[config.mk]
export PLATFORM = sky130hd
export DESIGN_NAME = keyword_square_transpose_cipher_flat
export DESIGN_NICKNAME = d
export VERILOG_FILES = /design/src/sv/kwst_pkg.sv /design/src/sv/kwst_req_if.sv /design/src/sv/kwst_rsp_if.sv /design/src/sv/keyword_square_transpose_cipher.sv /design/src/flat_wrapper.sv
export VERILOG_INCLUDE_DIRS = /design/src /design/src/sv
export SDC_FILE = /design/constraint.sdc
export NUM_CORES = 1
export LEC_CHECK = 0
export BUFFER_PORTS_ARGS = -buffer_cell sky130_fd_sc_hd__buf_2
export CORE_MARGIN = 2
export CORE_UTILIZATION = 57
export CTS_CLUSTER_SIZE = 40
export DETAILED_ROUTE_END_ITERATION = 12
export PLACE_DENSITY = 0.77
export RECOVER_POWER = 25
export SYNTH_ARGS = -nofsm -noshare
export SYNTH_HDL_FRONTEND = slang
export SYNTH_SLANG_ARGS = --single-unit
export TNS_END_PERCENT = 30
[constraint.sdc]
create_clock -name clk -period 7.2 [get_ports clk]
set_clock_uncertainty 0.2 [all_clocks]
set_input_delay 1.44 -clock clk [delete_from_list [all_inputs] [get_ports clk]]
set_output_delay 1.44 -clock clk [all_outputs]
set_load 0.05 [all_outputs]
[src/sv/keyword_square_transpose_cipher_defines.svh]
// Assertion macros for the keyword square transpose cipher.
// Included by the modules that check their own logic; depends on clk and rst_n in scope.
`ifndef KEYWORD_SQUARE_TRANSPOSE_CIPHER_DEFINES_SVH
`define KEYWORD_SQUARE_TRANSPOSE_CIPHER_DEFINES_SVH

// The condition must hold at every clock edge outside reset.
`define KWST_ASSERT_ALWAYS(label, cond) \
    label: assert property (@(posedge clk) disable iff (!rst_n) (cond)) \
        else $error("kwst check failed");

// The consequent must hold whenever the antecedent holds.
`define KWST_ASSERT_IMPLIES(label, ante, cons) \
    label: assert property (@(posedge clk) disable iff (!rst_n) (ante) |-> (cons)) \
        else $error("kwst check failed");

`endif

[src/sv/kwst_pkg.sv]
// Shared types, constants and helper functions of the keyword square transpose cipher.
// No dependencies; used by the channel interfaces and the top level.
`default_nettype none

package kwst_pkg;

    localparam int SquareSide  = 5;
    localparam int CellCount   = SquareSide * SquareSide;
    localparam int LetterCount = 26;
    localparam int IdxWidth    = $clog2(LetterCount);
    localparam int ReqWidth    = 2;
    localparam int CharWidth   = 8;

    localparam logic [IdxWidth-1:0] FullCount = IdxWidth'(CellCount);
    localparam logic [IdxWidth-1:0] LastCell  = IdxWidth'(CellCount - 1);
    localparam logic [IdxWidth-1:0] SideCount = IdxWidth'(SquareSide);

    localparam logic [CharWidth-1:0] UpperA = 8'h41;
    localparam logic [CharWidth-1:0] UpperZ = 8'h5A;
    localparam logic [CharWidth-1:0] LowerA = 8'h61;
    localparam logic [CharWidth-1:0] LowerZ = 8'h7A;

    typedef enum logic [ReqWidth-1:0] {
        REQ_KEY_LETTER = 2'd0,
        REQ_KEY_END    = 2'd1,
        REQ_ENCRYPT    = 2'd2,
        REQ_DECRYPT    = 2'd3
    } req_code_t;

    // Maps the cell of a letter at (row, col) to the cell at (col, row).
    function automatic logic [IdxWidth-1:0] transpose_cell(input logic [IdxWidth-1:0] pos);
        logic [IdxWidth-1:0] col;
        logic [IdxWidth-1:0] row;
        col = (pos >= FullCount) ? '0 : pos;
        row = '0;
        for (int i = 1; i < SquareSide; i++) begin
            if (col >= SideCount) begin
                col = col - SideCount;
                row = row + 1'b1;
            end
        end
        return IdxWidth'(col * SquareSide + row);
    endfunction

endpackage

`default_nettype wire

[src/sv/kwst_req_if.sv]
// Request channel of the keyword square transpose cipher: request type and character.
// Depends on kwst_pkg for the field widths.
`default_nettype none

interface kwst_req_if
    import kwst_pkg::*;
();
    logic                 valid;
    logic                 ready;
    logic [ReqWidth-1:0]  req_type;
    logic [CharWidth-1:0] char_value;

    modport source (output valid, output req_type, output char_value, input ready);
    modport sink (input valid, input req_type, input char_value, output ready);
endinterface

`default_nettype wire

[src/sv/kwst_rsp_if.sv]
// Result channel of the keyword square transpose cipher: one substituted or passed-through character.
// Depends on kwst_pkg for the field width.
`default_nettype none

interface kwst_rsp_if
    import kwst_pkg::*;
();
    logic                 valid;
    logic                 ready;
    logic [CharWidth-1:0] out_char;

    modport source (output valid, output out_char, input ready);
    modport sink (input valid, input out_char, output ready);
endinterface

`default_nettype wire

[src/sv/keyword_square_transpose_cipher.sv]
// Top level of the keyword square transpose cipher: key square memories and lookup sequencer.
// Depends on kwst_pkg, kwst_req_if, kwst_rsp_if and keyword_square_transpose_cipher_defines.svh.
//
// The req channel carries one request at a time: a key letter, a key end, or a character
// to encrypt or decrypt. Key letters and key end produce no result; every text request
// produces exactly one character on the rsp channel, in request order.
// A key letter leaves req.ready high. A key end on a key that is not ready runs a fill
// sequence, one candidate letter per cycle, while req.ready stays low.
// A text request that hits a letter in the square reads the position memory and then the
// cell memory, each into a read register, before its result goes to the output register;
// req.ready stays low until the output register is written. A passthrough character skips
// both reads and goes straight to the output register.
// The output register holds the result until rsp.ready; the block keeps taking requests
// while it waits, but a text request taken then holds req.ready low until the waiting
// result is taken.
// Reset clears the key: no letters present, an empty fill count, key not ready, and no
// pending result. The square memories are not cleared and are only read after a write.
`default_nettype none

`include "keyword_square_transpose_cipher_defines.svh"

module keyword_square_transpose_cipher
    import kwst_pkg::*;
(
    input  wire logic   clk,
    input  wire logic   rst_n,
    kwst_req_if.sink    req,
    kwst_rsp_if.source  rsp
);

    typedef enum logic [3:0] {
        ST_IDLE   = 4'b0001,
        ST_FILL   = 4'b0010,
        ST_POS    = 4'b0100,
        ST_RESULT = 4'b1000
    } state_t;

    state_t                   state_reg, state_next;
    logic [IdxWidth-1:0]      fill_count_reg, fill_count_next;
    logic                     key_ready_reg, key_ready_next;
    logic [LetterCount-1:0]   present_reg, present_next;
    logic [IdxWidth-1:0]      fill_idx_reg, fill_idx_next;
    logic [CharWidth-1:0]     char_reg, char_next;
    logic                     hit_reg, hit_next;
    logic                     enc_reg, enc_next;
    logic                     out_valid_reg, out_valid_next;
    logic [CharWidth-1:0]     out_char_reg, out_char_next;

    logic [IdxWidth-1:0]      cells_mem [CellCount];
    logic [IdxWidth-1:0]      pos_mem [LetterCount];
    logic                     wr_en;
    logic [IdxWidth-1:0]      wr_cell;
    logic [IdxWidth-1:0]      wr_letter;
    logic                     pos_rd_en;
    logic [IdxWidth-1:0]      pos_rd_addr;
    logic [IdxWidth-1:0]      pos_rdata_reg;
    logic                     cell_rd_en;
    logic [IdxWidth-1:0]      cell_rd_addr;
    logic [IdxWidth-1:0]      cell_rdata_reg;

    logic                     accept;
    logic                     out_free;
    logic                     is_upper;
    logic                     is_lower;
    logic [CharWidth-1:0]     upper_diff;
    logic [CharWidth-1:0]     lower_diff;
    logic [IdxWidth-1:0]      upper_idx;
    logic [IdxWidth-1:0]      lower_idx;
    logic [IdxWidth-1:0]      text_idx;
    logic                     text_hit;
    logic [LetterCount-1:0]   base_present;
    logic [IdxWidth-1:0]      base_fill;
    logic [CharWidth-1:0]     case_base;

    assign req.ready = (state_reg == ST_IDLE);
    assign accept    = req.valid && req.ready;
    assign out_free  = !out_valid_reg || rsp.ready;
    assign rsp.valid    = out_valid_reg;
    assign rsp.out_char = out_char_reg;

    assign is_upper   = req.char_value inside {[UpperA:UpperZ]};
    assign is_lower   = req.char_value inside {[LowerA:LowerZ]};
    assign upper_diff = req.char_value - UpperA;
    assign lower_diff = req.char_value - LowerA;
    assign upper_idx  = upper_diff[IdxWidth-1:0];
    assign lower_idx  = lower_diff[IdxWidth-1:0];
    assign text_idx   = (req.req_type == REQ_ENCRYPT) ? lower_idx : upper_idx;
    assign text_hit   = key_ready_reg && present_reg[text_idx]
                        && ((req.req_type == REQ_ENCRYPT) ? is_lower : is_upper);
    assign base_present = key_ready_reg ? '0 : present_reg;
    assign base_fill    = key_ready_reg ? '0 : fill_count_reg;
    assign case_base    = enc_reg ? UpperA : LowerA;

    always_comb begin
        state_next      = state_reg;
        fill_count_next = fill_count_reg;
        key_ready_next  = key_ready_reg;
        present_next    = present_reg;
        fill_idx_next   = fill_idx_reg;
        char_next       = char_reg;
        hit_next        = hit_reg;
        enc_next        = enc_reg;
        out_valid_next  = out_valid_reg && !rsp.ready;
        out_char_next   = out_char_reg;
        wr_en           = 1'b0;
        wr_cell         = fill_count_reg;
        wr_letter       = fill_idx_reg;
        pos_rd_en       = 1'b0;
        pos_rd_addr     = text_idx;
        cell_rd_en      = 1'b0;
        cell_rd_addr    = transpose_cell(pos_rdata_reg);

        case (state_reg)
            ST_IDLE:
            begin
                if (accept) begin
                    case (req.req_type)
                        REQ_KEY_LETTER:
                        begin
                            if (is_upper) begin
                                key_ready_next  = 1'b0;
                                present_next    = base_present;
                                fill_count_next = base_fill;
                                if (base_fill < FullCount && !base_present[upper_idx]) begin
                                    wr_en                   = 1'b1;
                                    wr_cell                 = base_fill;
                                    wr_letter               = upper_idx;
                                    present_next[upper_idx] = 1'b1;
                                    fill_count_next         = base_fill + 1'b1;
                                end
                            end
                        end
                        REQ_KEY_END:
                        begin
                            if (!key_ready_reg) begin
                                fill_idx_next = '0;
                                state_next    = ST_FILL;
                            end
                        end
                        REQ_ENCRYPT, REQ_DECRYPT:
                        begin
                            char_next = req.char_value;
                            enc_next  = (req.req_type == REQ_ENCRYPT);
                            hit_next  = text_hit;
                            if (text_hit) begin
                                pos_rd_en  = 1'b1;
                                state_next = ST_POS;
                            end else begin
                                state_next = ST_RESULT;
                            end
                        end
                        default:
                        begin
                            state_next = ST_IDLE;
                        end
                    endcase
                end
            end
            ST_FILL:
            begin
                if (fill_count_reg < FullCount && !present_reg[fill_idx_reg]) begin
                    wr_en                      = 1'b1;
                    present_next[fill_idx_reg] = 1'b1;
                    fill_count_next            = fill_count_reg + 1'b1;
                end
                if (fill_idx_reg == LastCell) begin
                    key_ready_next = 1'b1;
                    state_next     = ST_IDLE;
                end else begin
                    fill_idx_next = fill_idx_reg + 1'b1;
                end
            end
            ST_POS:
            begin
                cell_rd_en = 1'b1;
                state_next = ST_RESULT;
            end
            ST_RESULT:
            begin
                if (out_free) begin
                    out_valid_next = 1'b1;
                    out_char_next  = hit_reg ? (case_base + {3'b000, cell_rdata_reg})
                                             : char_reg;
                    state_next     = ST_IDLE;
                end
            end
            default:
            begin
                state_next = ST_IDLE;
            end
        endcase
    end

    always_ff @(posedge clk or negedge rst_n) begin
        if (!rst_n) begin
            state_reg      <= ST_IDLE;
            fill_count_reg <= '0;
            key_ready_reg  <= 1'b0;
            present_reg    <= '0;
            fill_idx_reg   <= '0;
            out_valid_reg  <= 1'b0;
        end else begin
            state_reg      <= state_next;
            fill_count_reg <= fill_count_next;
            key_ready_reg  <= key_ready_next;
            present_reg    <= present_next;
            fill_idx_reg   <= fill_idx_next;
            out_valid_reg  <= out_valid_next;
        end
    end

    always_ff @(posedge clk) begin
        char_reg     <= char_next;
        hit_reg      <= hit_next;
        enc_reg      <= enc_next;
        out_char_reg <= out_char_next;
    end

    always_ff @(posedge clk) begin
        if (wr_en) begin
            cells_mem[wr_cell] <= wr_letter;
            pos_mem[wr_letter] <= wr_cell;
        end
    end

    always_ff @(posedge clk) begin
        if (pos_rd_en) begin
            pos_rdata_reg <= pos_mem[pos_rd_addr];
        end
    end

    always_ff @(posedge clk) begin
        if (cell_rd_en) begin
            cell_rdata_reg <= cells_mem[cell_rd_addr];
        end
    end

    `KWST_ASSERT_ALWAYS(a_present_matches_fill, $countones(present_reg) == int'(fill_count_reg))
    `KWST_ASSERT_IMPLIES(a_ready_square_full, key_ready_reg, fill_count_reg == FullCount)
    `KWST_ASSERT_IMPLIES(a_ready_after_fill, $rose(key_ready_reg), $past(state_reg) == ST_FILL)

endmodule

`default_nettype wire
[src/flat_wrapper.sv]
// flat-port wrapper written by rule: the top's interface ports become plain ports
module keyword_square_transpose_cipher_flat import kwst_pkg::*;
  (clk, rst_n, req_valid, req_req_type, req_char_value, req_ready, rsp_valid, rsp_out_char, rsp_ready);
  kwst_req_if req_i ();
  kwst_rsp_if rsp_i ();
  input  wire logic clk;
  input  wire logic rst_n;
  input wire logic [$bits(req_i.valid)-1:0] req_valid;
  input wire logic [$bits(req_i.req_type)-1:0] req_req_type;
  input wire logic [$bits(req_i.char_value)-1:0] req_char_value;
  output wire logic [$bits(req_i.ready)-1:0] req_ready;
  output wire logic [$bits(rsp_i.valid)-1:0] rsp_valid;
  output wire logic [$bits(rsp_i.out_char)-1:0] rsp_out_char;
  input wire logic [$bits(rsp_i.ready)-1:0] rsp_ready;
  assign req_i.valid = req_valid;
  assign req_i.req_type = req_req_type;
  assign req_i.char_value = req_char_value;
  assign req_ready = req_i.ready;
  assign rsp_valid = rsp_i.valid;
  assign rsp_out_char = rsp_i.out_char;
  assign rsp_i.ready = rsp_ready;
  keyword_square_transpose_cipher u_core (.clk(clk), .rst_n(rst_n), .req(req_i), .rsp(rsp_i));
endmodule
# Word level (Yosys, flattened, before mapping)
# Memory sizes are Yosys's and may differ from the RTL's. A register that Yosys moved wholly into a read port is not among the register bits.
# Cells that the tools add are included.
# classes
n_addsub	14
mul	1
n_lt_le_gt_ge	16
eq_ne	19
muxes	79
n_bitwise	2
reduce_logical	24
# op_table
op	n
two-way mux 26 bit	6
two-way mux 5 bit	29
bitwise OR 26 bit	2
one-hot mux 26 bit (2 select lines)	1
adder 5 x 1 -> 5 bit, second input constant	5
two-way mux 1 bit	25
greater-or-equal comparator 5 x 3 -> 1 bit, second input constant	4
two-way mux 4 bit	5
one-hot mux 5 bit (2 select lines)	2
AND reduction 5 bit	4
subtractor 5 x 3 -> 5 bit, second input constant	4
less-than comparator 5 x 6 -> 1 bit, second input constant	3
greater-or-equal comparator 8 x 7 -> 1 bit, second input constant	2
<= comparator 8 x 7 -> 1 bit, second input constant	2
one-hot mux 4 bit (4 select lines)	1
binary-select mux 1 bit (select 5 bit)	3
!= test 2 bit, second input constant	6
demux 1 bit (select 5 bit)	2
greater-or-equal comparator 5 x 1 -> 1 bit, second input constant	2
logical AND 1 bit	10
less-than comparator 5 bit, second input constant	2
subtractor 5 x 1 -> 5 bit, second input constant	2
adder 8 x 5 -> 8 bit	1
two-way mux 8 bit	1
23 further kinds	31
# word_totals
regBits	60
mem_bits_rw	255
in_bits	14
out_inout_bits	10
n_memories	2
# memory_table
memory	depth	width	rd	rd_clocked_by_memory_dff	write_ports	line_no	text
u_core.pos_mem	26	5	1	1	1	keyword_square_transpose_cipher.sv:50	logic [IdxWidth-1:0] pos_mem [LetterCount];
u_core.cells_mem	25	5	1	1	1	keyword_square_transpose_cipher.sv:49	logic [IdxWidth-1:0] cells_mem [CellCount];

# Longest topological paths before layout
# Gate-level depths: netlist of run 1.
# depth
word_depth	12
depth_mapped	26

# Worst setup path after synthesis of run 1
# OpenSTA, ideal clock, no wires.
# synth_timing
path_type	reg2reg
from	reg u_core.pos_rdata_reg[0], read port of u_core.pos_mem
to	reg u_core.cell_rdata_reg[4], read port of u_core.cells_mem, data pin
setup_ns	0.262
t_arrival_ns	6.467
slack_ns	0.270
path_stages_with_launch	23
synth_period_minus_slack_ns	6.930
cell_sequence	edfxtp_1 buf_4 nand2_1 buf_1 buf_2 ha_1 nor3_1 a21oi_1 ha_1 inv_1 and2_0 clkbuf_1 o311ai_2 a31oi_1 o31a_1 and3_1 a211oi_1 ha_1 fa_1 ha_1 xor2_1 mux4_2 mux2_1
# synth_between
elab_chain_cells	12
elab_cells_between_ends	23
cone_classes	8 x add/sub; 1 x mul; 5 x order compare; 9 x mux
# synth_rtl
element	line_no	text
from (decl)	keyword_square_transpose_cipher.sv:56	logic [IdxWidth-1:0] pos_rdata_reg;
greater-or-equal comparator 5 bit	kwst_pkg.sv:34	col = (pos >= FullCount) ? '0 : pos;
two-way mux 5 bit (*)	kwst_pkg.sv:34	
subtractor 5 x 3 -> 5 bit / greater-or-equal comparator 5 x 3 -> 1 bit (equally long branches)	kwst_pkg.sv:38, kwst_pkg.sv:37	
two-way mux 5 bit	kwst_pkg.sv:37	if (col >= SideCount) begin
subtractor 5 x 3 -> 5 bit / greater-or-equal comparator 5 x 3 -> 1 bit (equally long branches)	kwst_pkg.sv:38, kwst_pkg.sv:37	
two-way mux 5 bit	kwst_pkg.sv:37	
subtractor 5 x 3 -> 5 bit / greater-or-equal comparator 5 x 3 -> 1 bit (equally long branches)	kwst_pkg.sv:38, kwst_pkg.sv:37	
two-way mux 5 bit	kwst_pkg.sv:37	
subtractor 5 x 3 -> 5 bit / greater-or-equal comparator 5 x 3 -> 1 bit (equally long branches)	kwst_pkg.sv:38, kwst_pkg.sv:37	
two-way mux 5 bit	kwst_pkg.sv:37	
multiplier 5 x 3 -> 5 bit	kwst_pkg.sv:42	return IdxWidth'(col * SquareSide + row);
adder 5 bit (*)	kwst_pkg.sv:42	
to (decl)	keyword_square_transpose_cipher.sv:59	logic [IdxWidth-1:0] cell_rdata_reg;
# Every way passes the cells marked *; elsewhere a longest branch is shown, timed or not.
# A chain may end at the register's enable or synchronous reset.

# Final worst setup path of run 1
# layout_timing
from	reg u_core.pos_rdata_reg[4], read port of u_core.pos_mem
to	reg u_core.cell_rdata_reg[4], read port of u_core.cells_mem, data pin
# Same word-level chain as after synthesis.

==> results of run 1 <==
-- cells by family (layout without fill, tap and decap cells) --
family	count (synthesis)	count (layout)	synth area share, %
muxes	113	113	13.8
DFF	325	325	62.2
adders and majority gates	28	28	2.36
xor gates and xnor gates	20	20	1.31
and+or+nand+nor	308	308	9.23
buffers and inverters	74	113	2.11
AOI/OAI and AO/OA	209	209	9.00
other	1	1	0.0244
-- power groups by stage --
stage | sequential, mW | clock (mW) | combinational [mW]
final | 2.45 | 1.56 | 0.949
after detailed placement | 2.48 | 0 | 0.938
after CTS | 2.44 | 1.57 | 0.945
after global routing | 2.46 | 1.65 | 1.02
after global placement | 2.47 | 0 | 0.910
after floorplan | 2.41 | 0 | 0.677
-- layout make-up --
type | instances | area, µm²
clock inverters | 20 | 175
inverters | 17 | 63.8
multi-input cells | 679 | 5480
clock buffers | 35 | 791
fillers | 1935 | 10000
flip-flops and latches | 325 | 9550
repair buffers | 41 | 214
well taps | 341 | 427
-- cell usage in the layout (no fill, tap or decap), types with 8 or more instances in the layout --
| cell type | instances |
|---|---|
| a31oi_1 | 19 |
| ha_1 | 25 |
| mux4_2 | 77 |
| o21ai_0 | 39 |
| nor2b_1 | 12 |
| a21oi_1 | 58 |
| clkbuf_1 | 27 |
| a2bb2oi_1 | 8 |
| nand2_1 | 82 |
| mux2i_1 | 22 |
| mux2_2 | 12 |
| o21a_1 | 8 |
| clkbuf_16 | 31 |
| xnor2_1 | 11 |
| buf_4 | 15 |
| dfrtp_1 | 41 |
| nor2_1 | 120 |
| nand3_1 | 17 |
| clkinv_2 | 9 |
| nor3_1 | 25 |
| inv_1 | 17 |
| edfxtp_1 | 283 |
-- critical path: stages, from the launching register on --
cell and delay, ns:
edfxtp_1 0.60, nand2_1 0.23, nand2_1 0.08, ha_1 0.35, nor3_1 0.20, a21oi_1 0.09
ha_1 0.35, inv_1 0.09, and2_0 0.25, o311ai_2 0.54, a31oi_1 0.21, o31a_1 0.20
and3_1 0.19, a211oi_1 0.29, ha_1 0.31, fa_1 0.49, ha_1 0.34, xor2_1 0.25
buf_4 0.27, mux4_2 0.52, mux2_1 0.30
-- metal layers --
layer	routed length [µm]	track usage, %	vias to the layer above
li1	-	-	4233
met4	1470	9.52	0
met5	0	0	-
met1	13700	33.6	4740
met3	2680	3.15	100
met2	17200	41.5	526
-- path summary, 6_finish.rpt --
kind | startpoint | to | slack, ns | cells past startpoint
min | u_core.present_reg[20] | u_core.present_reg[20] | 0.33 | 1
max in group asynchronous | rst_n | u_core.rsp.valid | 4.06 | 1
max | u_core.pos_rdata_reg[4] | u_core.cell_rdata_reg[4] | 0.57 | 20
max reg2reg | u_core.pos_rdata_reg[4] | u_core.cell_rdata_reg[4] | 0.57 | 20
min reg2reg | u_core.present_reg[20] | u_core.present_reg[20] | 0.33 | 1
min in group asynchronous | rst_n | u_core.present_reg[16] | 1.39 | 1
-- per-stage QoR --
step / std cells / hold slack, ns
floorplan: 1078 / 0.273
detailed placement: 1403 / 0.313
global placement: 1403 / 0.301
CTS: 1458 / 0.326
global route: 1458 / 0.349
finish: 1458 / 0.329
==> results by stage, run 1 <==
Setup path:
- The highest fanout seen on the critical path is 17.
- The critical path is of the flip-flop to flip-flop type.
- STA classifies the critical path startpoint as a flip-flop.
- The endpoint type of the worst setup path is a flip-flop.
- The required time of the worst setup path is 7.29 ns.
- For the worst setup path, the data arrival time is 6.72 ns.

Finish:
- The summed area of non-filler cells in the final layout is 16700 µm².
- The net count of the finished layout is 1136.
- Cells with a size suffix above 1 make up 15.3% of the layout.
- 0 antenna diodes ended up in the layout.
- Measured on the finished design, the core utilization comes to 62.5%.
- The area overhead of the layout relative to synthesis is 8.78%.
- The flip-flop count of the largest register after layout is 130.

Placed design:
- The number of buffer cells added on primary ports is 23.
- In this run the cell area measured after placement is 15800 µm².
- The sum of net half-perimeters after detailed placement is 23300 µm.
- The last weighted congestion value of the routability-driven placer is 0.906.
- The post-place setup slack is 0.611 ns.

Synthesis:
- The post-synthesis cell area is 15400 µm².
- The number of different library cells used by synthesis comes to 79.
- Of the post-synthesis cell area, the dominant cell type holds 55.3%.
- A synthesized cell averages 14.2 µm².
- The most used flip-flop cell after synthesis is edfxtp_1.
- The share of synthesized registers carrying an async set or reset is 12.9%.
- Sorting the synthesized cells by how often they occur yields edfxtp_1 (283), nor2_1 (120), nand2_1 (83).
- By instance count, the leading cell after synthesis is edfxtp_1.
- The gate count after technology mapping is 1078.
- The post-synth net total is 1119.
- The number of enable-type register cells in the synthesized netlist is 283.
- The count of synthesis-stage warnings from yosys is 0.
- In the post-synthesis netlist, the biggest area contributors are edfxtp_1 (55%), mux4_2 (11%), dfrtp_1 (6.7%), nor2_1 (2.9%), ha_1 (2.0%).
- The library cell with the largest summed area after synthesis is edfxtp_1.
- The share of the yosys chip area belonging to registers is 62.2%.
- The number of register bits inferred by synthesis is 325.

Timing:
- The max-slew violation count is 67.
- The number of setup violations in the final report is 0.
- Setup repair after global routing left no endpoint under its margin.
- The relative max-transition margin is -56.7%.
- The number of endpoints with negative hold slack in the final report is 0.
- The maximum clock frequency is 0.151 GHz.
- The sum of negative setup slack is 0 ns.
- The setup slack after layout is 0.569 ns.
- The final critical-path required period is 6.63 ns.
- The share of the clock period used by the worst path is 92.1%.
- At the pin with the least slew margin, the transition time is 2.35 ns.

Power and ir drop:
- Of the total power, the share spent switching nets is 28.8%.
- Combinational logic is responsible for 19.2% of the overall power.
- The cell internal power dissipation is 3.53 mW.
- The maximum resistive drop on vdd is 0.000250 V.
- The clock network is responsible for 31.5% of the overall power.
- The share of power burned in registers is 49.4%.
- After layout, the design draws a total of 4.96 mW.
- Dividing total power by cell area gives a power density of 297 nW/µm².
- The analysis attributes to cell leakage a power of 5.81 nW.
- The net switching power is 1.43 mW.

Route:
- The overall via count from detail_route is 9599.
- The detailed-route wire length per cell is 24.0 µm.
- The pre-antenna-repair detailed-routing pass consisted of 7 iterations.
- Dividing the detail-routed via count by the number of cells gives 6.58.
- In this run the remaining antenna-violating nets after routing total 0.
- The number of DRC violations after detailed routing is 0.
- For this block, the routed nets add up to 35000 µm of wire.
- The violation count after the first detailed-route iteration is 1173.

Clock tree:
- The CTS H-tree depth is 1.
- The clock passes through at most 3 buffers.
- Once the clock tree was built, the setup fixing pass inserted 0 buffers.
- Clock tree synthesis selected as its root buffer the cell clkbuf_16.
- The count of hold buffers inserted by post-cts repair is 0.
- The number of buffers added by the clock tree synthesis step is 31.
- The tree built by TritonCTS fans out to 325 sinks.
- The clock-pin slew reported for the worst setup and hold paths after clock tree synthesis is 0.07 ns.
- TritonCTS built the clock tree.
- At the later pin of the worst-skew pair, clock insertion delay measures 0.56 ns.
- The count of cells resized by post-cts repair is 0.

Run status:
- The flow ran to the end, but the final reports show violations.
- The final reports fail on max-capacitance violations, max-slew violations.

Floorplan:
- Pin placement for this block handled 24 I/O pins.
- Measured along the y axis, the die boundary spans 168 µm.
- The number of placement rows is 60.
- For this configuration, the core starts out at a cell density of 57.5%.
- After floorplanning, the core was sized to cover 26700 µm².
- The chip width is 168 µm.
- The die covers 28300 µm².

Global route:
- The global-route total usage across every layer is 24.7%.
- The via count of the first global-routing pass came to 9350.
- The total overflow left after global routing is 0.
- Entering global routing, the biggest net connects 43 pins.
- The first global-routing pass estimated 53500 µm of wire.
- The initial antenna violation count is 0.

Job:
- Max-cap violations in this run came to 2.

Hold path:
- The worst hold path belongs to the class flip-flop to flip-flop.
Note: power is estimated with default switching activity, not from simulation.
==> run 2: changes to the inputs <==
- clock period: 7.2 -> 5.9 ns (I/O delays scaled with it)
==> run 2 against run 1 <==
  * The run still ends with max-capacitance violations, max-slew violations left
  * Sequential cell count did not move
  * Critical path depth fell by 1
  * Clock-buffer cell count did not move
  * Clock power rose by 24%
  * Die area did not move
  * First-iteration DRC count fell by 14%
  * Via count rose by 1.8%
  * Critical endpoint is now u_core.cell_rdata_reg[2]
  * Largest cell class unchanged
==> results by stage, run 2 (synthesized netlist as in run 1, its figures left out) <==
Timing:
- The relative max-transition margin is -66.4%.
- The worst path meets setup with 0.102 ns of slack.
- The worst path in the final design needs a cycle of 5.80 ns, including I/O delays and setup.
- The share of the clock period used by the worst path is 98.3%.
- The number of endpoints with negative hold slack in the final report is 0.
- The number of setup violations in the final report is 0.
- The max-slew violation count is 43.
- The maximum clock frequency is 0.172 GHz.
- For the pin with the worst max-slew slack, the measured transition is 2.50 ns.

Power and ir drop:
- The cell internal power dissipation is 4.34 mW.
- The share of total power in combinational logic is 19.8%.
- The total power divided by cell area is 358 nW/µm².
- The switching share of power is 29.0%.
- The net switching power is 1.78 mW.
- The proportion of power drawn by the clock network is 31.5%.
- The analysis attributes to cell leakage a power of 5.97 nW.
- Across the VDD grid, the largest voltage drop is 0.000365 V.
- The share of power burned in registers is 48.7%.

Finish:
- The flip-flop count of the largest register after layout is 130.
- Leaving out filler cells and counting taps, the final layout contains 1488.
- Relative to the synthesized area, the layout overhead comes to 11.3%.
- The share of cells above drive strength 1 is 18.1%.
- The summed area of non-filler cells in the final layout is 17100 µm².
- The final-stage net count is 1161.
- The count of fill cells added during filler insertion is 1919.
- Leaving out fill and tap cells, the most frequent cell in the layout is edfxtp_1.
- The library cells used most frequently in the layout, excluding fill and tap cells, are edfxtp_1 (283), nor2_1 (120), nand2_1 (80).

Setup path:
- The worst register-to-register path has a setup slack of 0.10 ns.
- The first element of the critical path is u_core.pos_rdata_reg[1].
- The element type at the critical path start is a flip-flop.
- The critical path in this run is classified as flip-flop to flip-flop.
- The highest fanout seen on the critical path is 8.
- At the worst endpoint, the arrival time is 5.91 ns.
- The endpoint of the worst-slack reg-to-reg timing path is u_core.cell_rdata_reg[2].
- The endpoint type of the worst setup path is a flip-flop.
- The cell depth of the worst flop-to-flop path is 19.
- The reg-to-reg critical path startpoint is u_core.pos_rdata_reg[1].
- Data on the critical path is required at its endpoint by 6.02 ns.

Global route:
- The total overflow left after global routing is 0.
- The via count of the first global-routing pass was 9586.
- The largest net degree at the start of global routing is 43.
- The initial antenna violation count is 4.
- The first global-routing pass estimated 55800 µm of wire.
- Global routing used 25.8% of the available tracks.

Floorplan:
- The floorplan has 60 rows.
- The initial utilization of the core area, before any placement, comes to 57.5%.
- The floorplan step set the die width to 168 µm.
- The area inside the core boundary is 26700 µm².
- The die is 168 µm tall.
- During I/O placement, the number of pins put on the boundary was 24.
- The area of the die is 28300 µm².

Clock tree:
- The count of hold buffers inserted by post-cts repair is 0.
- TritonCTS built the clock tree.
- The later-pin clock latency in the skew report is 0.57 ns.
- The clock-pin slew reported for the worst setup and hold paths after clock tree synthesis is 0.06 ns.
- The CTS H-tree depth is 1.
- The number of buffers added by the clock tree synthesis step is 31.
- The clock net in this run drives a total of 325 sinks.
- The tree is rooted in a clkbuf_16.
- The worst-case clock buffer depth is 3.

Placed design:
- The placed instances occupy a cell area of 16000 µm².
- Routability-driven placement finished with a final weighted congestion of 0.910.
- The sum of net half-perimeters after detailed placement is 24000 µm.
- The post-place setup slack is 0.0787 ns.
- The number of buffer cells added on primary ports is 23.
- The number of placed instances with taps included is 1422.

Job:
- The max-cap check violation count is 1.

Route:
- The detailed router placed 9768 vias in this run.
- The overall routed net length is 36200 µm.
- The count of antenna-violating nets left after detailed routing is 0.
- The detailed-route wire length per cell is 24.4 µm.
- In this run, the number of DRC markers left after iteration 0 of detailed routing was 1007.
- Before antenna repair, the detailed router went through 5 iterations.
- The routed via count divided by cell count is 6.56.
- In the routed design, unresolved DRC markers number 0.

Hold path:
- The sink of the worst hold path is u_core.present_reg[21].
- The tightest min-delay check is of the flip-flop to flip-flop type.
- Along the worst hold path, the cell count comes to 1.
- The worst hold path startpoint is u_core.present_reg[21].

Run status:
- The checks that failed: max-capacitance violations, max-slew violations.
- The flow ran to the end, but the final reports show violations.
run 2: layout make-up:
class | count | area (µm²) | share of cell area, %
flip-flops and latches | 325 | 9550 | 55.9
diodes | 2 | 5.00 | 0.0293
multi-input cells | 679 | 5640 | 33.0
repair buffers | 66 | 423 | 2.47
well taps | 341 | 427 | 2.50
clock inverters | 23 | 196 | 1.15
clock buffers | 35 | 791 | 4.63
inverters | 17 | 63.8 | 0.373
run 2: critical path, stage by stage (launching register included):
cell and delay (ns):
edfxtp_1 0.51, nand2_1 0.15, ha_4 0.28, a22o_1 0.22, a221o_1 0.36, nor3_1 0.43
o21ai_4 0.14, o31ai_2 0.14, a21boi_0 0.24, o31a_1 0.24, a21oi_1 0.10, a211oi_2 0.25
ha_1 0.29, fa_1 0.60, ha_4 0.23, a21oi_1 0.16, xnor2_1 0.18, xnor2_2 0.14
xnor2_4 0.30, mux2_2 0.38
run 2: timing repair:
action / 4_1_cts / 5_1_grt
setup endpoints to repair: 1 / 5
gates resized for setup: 0 / 17
pin swaps: 0 / 3
buffers inserted: 1 / 5
run 2: per-layer routing:
metal / vias to the layer above / global-route usage, % / wire length [µm]
li1: 4285 / - / -
met1: 4843 / 36.2 / 14500
met2: 545 / 42.2 / 17700
met3: 91 / 3.86 / 2950
met4: 4 / 8.28 / 1090
met5: - / 0 / 30
run 2: per-stage QoR:
step                TNS, ns  power [mW]  utilization, %  hold WS [ns]
global route         -0.162        6.32            63.9         0.329
global placement          0        4.15            59.9         0.298
detailed placement        0        4.20            59.9         0.305
CTS                       0        6.12            63.6         0.319
floorplan             -3.00        3.77               -         0.273
finish                    0        6.12            64.0         0.317
run 2: worst max path at each step:
| stage | endpoint | slack [ns] | cells past startpoint |
|---|---|---|---|
| 2_1_floorplan | u_core.cells_mem[0][2] | -0.06 | 13 |
| 3_3_place_gp | u_core.cell_rdata_reg[4] | 0.19 | 18 |
| 3_5_place_dp | u_core.cell_rdata_reg[1] | 0.08 | 17 |
| 4_1_cts | u_core.cell_rdata_reg[2] | 0.08 | 18 |
| 5_1_grt | u_core.cell_rdata_reg[2] | -0.04 | 19 |
| 6_report | u_core.cell_rdata_reg[2] | 0.10 | 19 |
run 2: power groups by stage:
stage	Combinational (mW)	Sequential, mW	Clock [mW]
after floorplan	0.837	2.94	0
after global placement	1.14	3.01	0
after detailed placement	1.18	3.01	0
after CTS	1.21	2.97	1.94
after global routing	1.30	2.99	2.03
final	1.21	2.98	1.93
==> run 3: changes to the inputs <==
- CORE_UTILIZATION: 57 -> 35
- PLACE_DENSITY: 0.77 -> 0.52
==> run 3 against run 2 <==
  * The run still ends with max-capacitance violations, max-slew violations left
  * Combinational power hardly changed
  * Clock-buffer cell count is 8 higher
  * First-iteration DRC count is 17% lower
  * Total power is 10% higher
  * Hold slack better by 0.0081 ns
  * Maximum frequency is 2.8% higher
  * Final area is 4.5% higher
  * Clock power is 32% higher
  * Sequential cell count stayed put
  * Register-to-register slack better by 0.16 ns
  * Via count is 3.3% lower
  * Largest cell class unchanged
  * Highest routed layer unchanged
==> results by stage, run 3 (synthesized netlist as in run 1, its figures left out) <==
Placed design:
- Prior to clock tree synthesis, the placed netlist has a worst setup slack of 0.0483 ns.
- Once placement finished, the instance area stood at 16400 µm².
- The sum of net half-perimeters after detailed placement is 25600 µm.
- After detailed placement, the design holds a cell count of 1681.
- Port buffering added 23 buffers.
- The last weighted congestion value of the routability-driven placer is 0.810.

Floorplan:
- The area inside the core boundary is 43200 µm².
- For this configuration, the core starts out at a cell density of 35.6%.
- The die covers 45600 µm².
- The die is 213 µm tall.
- The chip width is 213 µm.
- The number of top-level pins is 24.
- The number of placement rows is 76.

Timing:
- On the final layout, the worst hold slack is 0.325 ns.
- The max-slew violation count is 43.
- For this run, the top clock speed supported by timing is 0.177 GHz.
- The number of setup violations in the final report is 0.
- The worst pin sits at a relative slew slack of -71.4%.
- Of the available clock period, the critical path in the final layout requires 95.6%.
- The transition at the pin with the smallest max-transition slack is 2.57 ns.
- The routed design could run at a clock period as short as 5.64 ns.
- Setup slack closes at 0.258 ns.
- The number of endpoints with negative hold slack in the final report is 0.

Clock tree:
- In this run the number of H-tree levels came out at 2.
- The worst-case clock buffer depth is 3.
- Buffers inserted to repair hold after CTS numbered 0.
- The clock sink count is 325.
- Buffers inserted during clock tree synthesis total 38.
- The buffer type at the clock tree root is clkbuf_16.
- The clock-pin slew reported for the worst setup and hold paths after clock tree synthesis is 0.06 ns.
- The CTS tree is built.
- The later-pin clock latency in the skew report is 0.56 ns.

Route:
- For this block, the routed nets add up to 38700 µm of wire.
- The violation count after the first detailed-route iteration is 831.
- The count of antenna-violating nets left after detailed routing is 0.
- The number of DRC violations after detailed routing is 0.
- Dividing the detail-routed wire length by the instance count gives 22.1 µm.
- The routed via count divided by cell count is 5.38.
- The iteration count of the initial detailed-routing pass is 5.
- The overall via count from detail_route is 9448.

Finish:
- The multi-input combinational cells in the finished layout cover a total of 5620 µm².
- The layout has 3997 filler cells.
- The library cell used most frequently in the layout, excluding fill and tap cells, is edfxtp_1.
- The number of standard cells in the layout, taps in and fillers out is 1755.
- The finished cells cover 17900 µm².
- The register with the most flip-flops in the layout has 130 of them.
- The final-stage net count is 1182.
- Leaving out fill and tap cells, the most frequent cells in the layout are edfxtp_1 (283), nor2_1 (120), nand2_1 (80).
- The share of cells above drive strength 1 is 20.5%.
- Registers take 9550 µm².
- The area overhead of the layout relative to synthesis is 16.3%.
- The number of antenna cells inserted is 0.

Global route:
- The total overflow left after global routing is 0.
- The initial antenna violation count is 1.
- The via count of the first global-routing pass is 9376.
- The global-route total usage across every layer is 17.5%.
- The global-route wire length before repair is 59000 µm.
- The largest net degree at the start of global routing is 52.

Power and ir drop:
- The overall power of the completed layout is 6.73 mW.
- The total power divided by cell area is 377 nW/µm².
- The leakage power summed over all cells is 6.21 nW.
- The maximum resistive drop on vdd is 0.000339 V.

Setup path:
- The required time of the worst setup path is 6.02 ns.
- The highest fanout seen on the critical path is 6.
- The endpoint type of the worst setup path is a flip-flop.
- The endpoint arrival time on the critical path is 5.76 ns.
- The critical path in this run is classified as flip-flop to flip-flop.
- The worst setup path is launched from a flip-flop.

Run status:
- The run finished, with violations left.
- The final reports fail on max-capacitance violations, max-slew violations.

Job:
- The tool flagged a number of max-cap violations equal to 1.

Hold path:
- The path class of the lowest-slack min-delay path is flip-flop to flip-flop.
## run 3: changes by cell type in the layout (fill, tap and decap cells not counted), sizes merged
cell      previous run  this run
bufinv               3         8
inv                 19        20
clkinv              18        11
clkinvlp             0         4
buf                 42        57
diode                2         0
clkbuf              59        66
## run 3: path summary, 6_finish.rpt
kind	startpoint	end	slack, ns	cells after the start
worst max-delay path	u_core.pos_rdata_reg[3]	u_core.cell_rdata_reg[4]	0.26	18
worst min-delay path	u_core.present_reg[21]	u_core.present_reg[21]	0.33	1
worst max register to register	u_core.pos_rdata_reg[3]	u_core.cell_rdata_reg[4]	0.26	18
worst min register to register	u_core.present_reg[21]	u_core.present_reg[21]	0.33	1
max in group asynchronous	rst_n	u_core.state_reg[1]	2.80	1
min in group asynchronous	rst_n	u_core.present_reg[19]	1.20	1
## run 3: cell type report
cell class | instances | area share (%)
Tap cell | 585 | 4.10
Clock inverter | 26 | 2.18
Sequential cell | 325 | 53.5
Clock buffer | 43 | 5.43
Inverter | 17 | 0.357
Timing Repair Buffer | 80 | 2.98
Multi-Input combinational cell | 679 | 31.5
## run 3: layer usage
layer | vias to the layer above | track usage, % | part of all wire [%]
li1 | 4330 | - | -
met1 | 4785 | 23.9 | 44
met2 | 272 | 29.0 | 48
met3 | 59 | 2.97 | 5.5
met4 | 2 | 4.74 | 2.3
met5 | - | 0 | 0.041
## run 3: power breakdown
group / switching, mW / internal (mW) / leakage [nW]
clock: 0.980 / 1.55 / 0.650
sequential: 0.174 / 2.80 / 3.21
combinational: 0.771 / 0.454 / 2.35
total: 1.93 / 4.81 / 6.21
## run 3: what timing repair did
action	in CTS	in global routing
setup endpoints to repair	0	5
resized for setup	0	15
setup buffers	0	5
## run 3: critical path: stages, from the launching register on
cell and delay [ns]:
edfxtp_1 0.40, nand2_2 0.12, nand2_1 0.10, ha_4 0.27, a22o_1 0.22, a221o_1 0.35, o211a_1 0.27, o21ai_4 0.24
o31ai_4 0.13, a21boi_0 0.14, o31a_1 0.30, and3_1 0.19, a211oi_2 0.23, ha_1 0.29, fa_1 0.53, ha_4 0.32
xor2_4 0.28, mux4_2 0.54, mux2_1 0.29
## run 3: stage by stage
step / setup TNS (ns) / util [%]
2_1_floorplan: -3.00 / -
3_3_place_gp: 0 / 38.1
3_5_place_dp: 0 / 38.1
4_1_cts: 0 / 41.2
5_1_grt: -0.0111 / 41.4
6_report: 0 / 41.4
